File: config.mk
export PLATFORM = sky130hd
export DESIGN_NAME = imm_ram
export DESIGN_NICKNAME = d
export VERILOG_FILES = /design/src/rtl/imm_ram.sv
export SDC_FILE = /design/constraint.sdc
export NUM_CORES = 2
export LEC_CHECK = 0
export CAP_MARGIN = 5
export CORE_UTILIZATION = 40
export DETAILED_ROUTE_END_ITERATION = 10
export DONT_BUFFER_PORTS = 1
export PLACE_DENSITY = 0.63
export SLEW_MARGIN = 20
export SYNTH_ARGS = -nofsm -noshare
export SYNTH_HDL_FRONTEND = slang
export SYNTH_SLANG_ARGS = --single-unit
File: constraint.sdc
create_clock -name i_clk -period 4.2 [get_ports i_clk]
set_input_delay 1.05 -clock i_clk [delete_from_list [all_inputs] [get_ports i_clk]]
set_output_delay 1.05 -clock i_clk [all_outputs]
set_load 0.02 [all_outputs]
File: src/rtl/imm_ram.sv
// imm_ram: generic single-write, single-read memory with registered read data
// no dependencies; used for both matrix stores
`timescale 1ns / 1ps
`default_nettype none

module imm_ram #(
    parameter int WIDTH = 32,
    parameter int DEPTH = 64
) (
    input  wire logic                     i_clk,
    input  wire logic                     i_we,
    input  wire logic [$clog2(DEPTH)-1:0] i_waddr,
    input  wire logic [WIDTH-1:0]         i_wdata,
    input  wire logic                     i_re,
    input  wire logic [$clog2(DEPTH)-1:0] i_raddr,
    output logic      [WIDTH-1:0]         o_rdata
);

    logic [WIDTH-1:0] r_mem [DEPTH];
    logic [WIDTH-1:0] r_rdata;

    always_ff @(posedge i_clk) begin
        if (i_we) begin
            r_mem[i_waddr] <= i_wdata;
        end
        if (i_re) begin
            r_rdata <= r_mem[i_raddr];
        end
    end

    assign o_rdata = r_rdata;

endmodule

`default_nettype wire

==> impl_metrics.tcl <==
set metrics [dict create \
    io-pin-count 79 \
    yosys-top-cells-area "sky130_fd_sc_hd__edfxtp_1, sky130_fd_sc_hd__mux4_2, sky130_fd_sc_hd__mux2i_1" \
    period_needed_ns 3.81 \
    ff2ff_path_depth 4 \
    initial_antenna_violation_count 2 \
    slew_violations 0 \
    synthDistinctLibCells 33 \
    worst_ir_drop_vdd_uv 468 \
    clkSlewWorstSetupHoldPaths_ns 0.06 \
    required_ns 4.75 \
    clock_sink_count 2080 \
    detail_route.wirelength.met1_um 80200 \
    hpwlAfterDp_um 103000 \
    top_signal_layer_used "met4" \
    synth.avg_cell_area_um2 23.7 \
    post_synth_instance_area_mm2 0.0788 \
    worst_setup_path_endpoint "o_rdata[12]" \
    place_worst_setup_slack_ns 0.391 \
    most_area_hungry_cell_type_in_the_yosys_netlist "sky130_fd_sc_hd__edfxtp_1" \
    area_growth_syn_to_layout_pct 13.4 \
    first_global_vias 36300 \
    antenna-diode-count 0 \
    setup-tns-final_ns 0 \
    grt_start_max_net_pins 514 \
    timing.final.crit_share 0.907 \
    floorplan_die_height_um 446 \
    numCtsBuffers 202 \
    ys_seq_elements 2080 \
    crit_path_start "i_raddr[0]" \
    synth_top_cell_area_share 0.792 \
    netlist_instances 3324 \
    wl_per_cell_um 30.8 \
    placer_congestion_estimate 0.797 \
    count_of_synthesis_stage_warnings_from_yosys 0 \
    drive_gt1_frac 0.278 \
    min_delay_path_depth 0 \
    globalRouteTotalUtil 0.194 \
    synthArstFlopShare 0 \
    routed_length_on_met2_um 94200 \
    remaining_drc_errors 0 \
    drt-total-wl_um 193000 \
    final_net_count 3510 \
    post_cts_resized 0 \
    ctsLongestPathBuffers 3 \
    synth-edff-count 2080 \
    finalSetupViolations 0 \
    die_width_um 446 \
    cp-end-kind "flip-flop" \
    setup.worst_path.class "in2reg" \
    first_pass_iters 5 \
    run_status "finished clean" \
    rsz0062_at_grt "false" \
    power_density_over_the_cells_mw_per_mm2 470 \
    gr-total-overflow 0 \
    timing.clock.skew_ns 0.0281 \
    synth_fp_nets 3371 \
    arrival_time_reported_for_the_critical_path_endpoint_ns 4.36 \
    cts.repair_timing.setup_buffer_count 0 \
    die_area_mm2 0.199 \
    static_leakage_power_nw 27.3 \
    hold_violations 0 \
    dr_total_vias 36200 \
    clkLatencyLatePin_ns 0.84 \
    met3_length_um 14000 \
    timing.critical_path.from_type "input port" \
    h-tree-depth 4 \
    post_cts_hold_buffer_count 0 \
    ys_dominant_reg_cell "sky130_fd_sc_hd__edfxtp_1" \
    maximum_clock_frequency_mhz 262 \
    core.rowCount 162 \
    rr_endpoint "o_rdata[2]" \
    seq_area_frac_synth 0.792 \
    max_slew.worst_pin.slew_ns 1.19 \
    placement.io_buffers 0 \
    ff2ff_setup_slack_ns 1.81 \
    drt_iter0_markers 3833 \
    holdCritPathClass "in2reg" \
    setup_slack_ns 0.390 \
    initial_core_utilization 0.403 \
    final_antenna_net_count 0 \
    critical_path_peak_fanout 94 \
    clock-root-buffer "sky130_fd_sc_hd__clkbuf_16" \
    cap_viol_max_count 0 \
    timing.slew.headroom 0.206 \
    grt_pass1_wl_um 274000 \
    fill_cells 16000 \
    crit-reg2reg-launch "r_mem[4][2]" \
    vias_per_cell 5.79 \
    design.core.area_mm2 0.195 \
    tritoncts "done" \
]
==> flip-flops by register name, summed over array words and instances, names as in the netlist <==
name,flops
r_mem,2048
o_rdata,32
==> routing by layer <==
metal | vias up | GRT usage
li1 | 14600 | -
met1 | 19900 | 0.272
met2 | 1431 | 0.311
met3 | 248 | 0.0360
met4 | 0 | 0.0551
met5 | - | 0
==> worst min path at each step <==
stage,startpoint,end,slack [ns]
6_report,i_wdata[17],r_mem[41][17],0.31
5_1_grt,i_wdata[3],r_mem[44][3],0.27
4_1_cts,i_wdata[20],r_mem[41][20],0.25
3_5_place_dp,r_mem[28][17],o_rdata[17],0.88
3_3_place_gp,r_mem[28][17],o_rdata[17],0.83
2_1_floorplan,r_mem[12][17],o_rdata[17],0.75
==> worst max-delay path: stages <==
cell,delay [ns]
sky130_fd_sc_hd__buf_16,0.46
sky130_fd_sc_hd__buf_16,0.58
sky130_fd_sc_hd__mux4_2,0.60
sky130_fd_sc_hd__mux4_2,0.51
sky130_fd_sc_hd__o22ai_1,0.60
sky130_fd_sc_hd__nor2_1,0.13
==> cell usage in the layout (no fill, tap or decap), drive strengths merged, types with 2 or more instances in the layout <==
| master | count |
|---|---|
| a22oi | 12 |
| edfxtp | 2080 |
| clkinv | 115 |
| and2 | 2 |
| nand3b | 5 |
| mux4 | 544 |
| nand3 | 5 |
| nand4 | 2 |
| and3 | 4 |
| o32ai | 4 |
| or3b | 5 |
| clkbuf | 243 |
| bufinv | 14 |
| or3 | 3 |
| a311oi | 8 |
| o221ai | 27 |
| or2 | 3 |
| mux2i | 93 |
| nand2b | 8 |
| a41o | 4 |
| clkinvlp | 3 |
| nor2 | 137 |
| a21oi | 62 |
| nor2b | 15 |
| nor3 | 7 |
| o22ai | 84 |
| buf | 117 |
| nand2 | 26 |
==> power breakdown <==
| part | leakage [nW] | switching [mW] | internal (mW) | total (mW) |
|---|---|---|---|---|
| logic | 5.39 | 0.662 | 0.702 | 1.36 |
| registers | 18.7 | 0.136 | 23.0 | 23.2 |
| clock network | 3.13 | 7.66 | 9.83 | 17.5 |
==> kinds of logic after synthesis <==
group / synth area share
flip-flops: 0.792
multiplexers: 0.167
AND/OR/NAND/NOR: 0.0126
AO/OA/AOI/OAI: 0.0167
buffers and inverters: 0.0112
==> synth_stat cells, types with 2 or more instances <==
master	instances
sky130_fd_sc_hd__a22oi_1	12
sky130_fd_sc_hd__nand2_1	26
sky130_fd_sc_hd__nand2b_1	8
sky130_fd_sc_hd__or3b_2	3
sky130_fd_sc_hd__a311oi_1	8
sky130_fd_sc_hd__buf_1	21
sky130_fd_sc_hd__or3b_1	2
sky130_fd_sc_hd__or3_1	3
sky130_fd_sc_hd__and3_1	4
sky130_fd_sc_hd__a21oi_1	62
sky130_fd_sc_hd__buf_6	5
sky130_fd_sc_hd__nand3b_1	5
sky130_fd_sc_hd__edfxtp_1	2080
sky130_fd_sc_hd__buf_4	25
sky130_fd_sc_hd__mux2i_1	93
sky130_fd_sc_hd__o221ai_1	27
sky130_fd_sc_hd__o32ai_1	4
sky130_fd_sc_hd__a41o_1	4
sky130_fd_sc_hd__buf_2	57
sky130_fd_sc_hd__and2_1	2
sky130_fd_sc_hd__nor2_1	137
sky130_fd_sc_hd__nor3_1	7
sky130_fd_sc_hd__o22ai_1	84
sky130_fd_sc_hd__nand4_1	2
sky130_fd_sc_hd__nor2b_1	15
sky130_fd_sc_hd__clkbuf_1	74
sky130_fd_sc_hd__mux4_2	544
sky130_fd_sc_hd__nand3_1	5
==> through the flow <==
| step | std cells | hold slack (ns) | total power [mW] | cell area, um^2 | utilization |
|---|---|---|---|---|---|
| final | 6258 | 0.310 | 42.0 | 89400 | 0.457 |
| after global routing | 6258 | 0.268 | 43.1 | 89400 | 0.457 |
| after CTS | 6253 | 0.249 | 42.1 | 89200 | 0.457 |
| after detailed placement | 5878 | 0.876 | 24.8 | 82800 | 0.424 |
| after global placement | 5878 | 0.831 | 24.8 | 82800 | 0.424 |
| after floorplan | 3324 | 0.750 | 24.7 | 78800 | - |
==> layout make-up <==
type                            instances  area, um^2  share of cell area
Multi-Input combinational cell       1062       16000               0.179
Tap cell                             2624        3280              0.0367
Sequential cell                      2080       62500               0.699
Clock inverter                        132        1100              0.0123
Clock buffer                          243        5290              0.0592
Timing Repair Buffer                  117        1250              0.0140
Note: power is estimated with default switching activity, not from simulation.
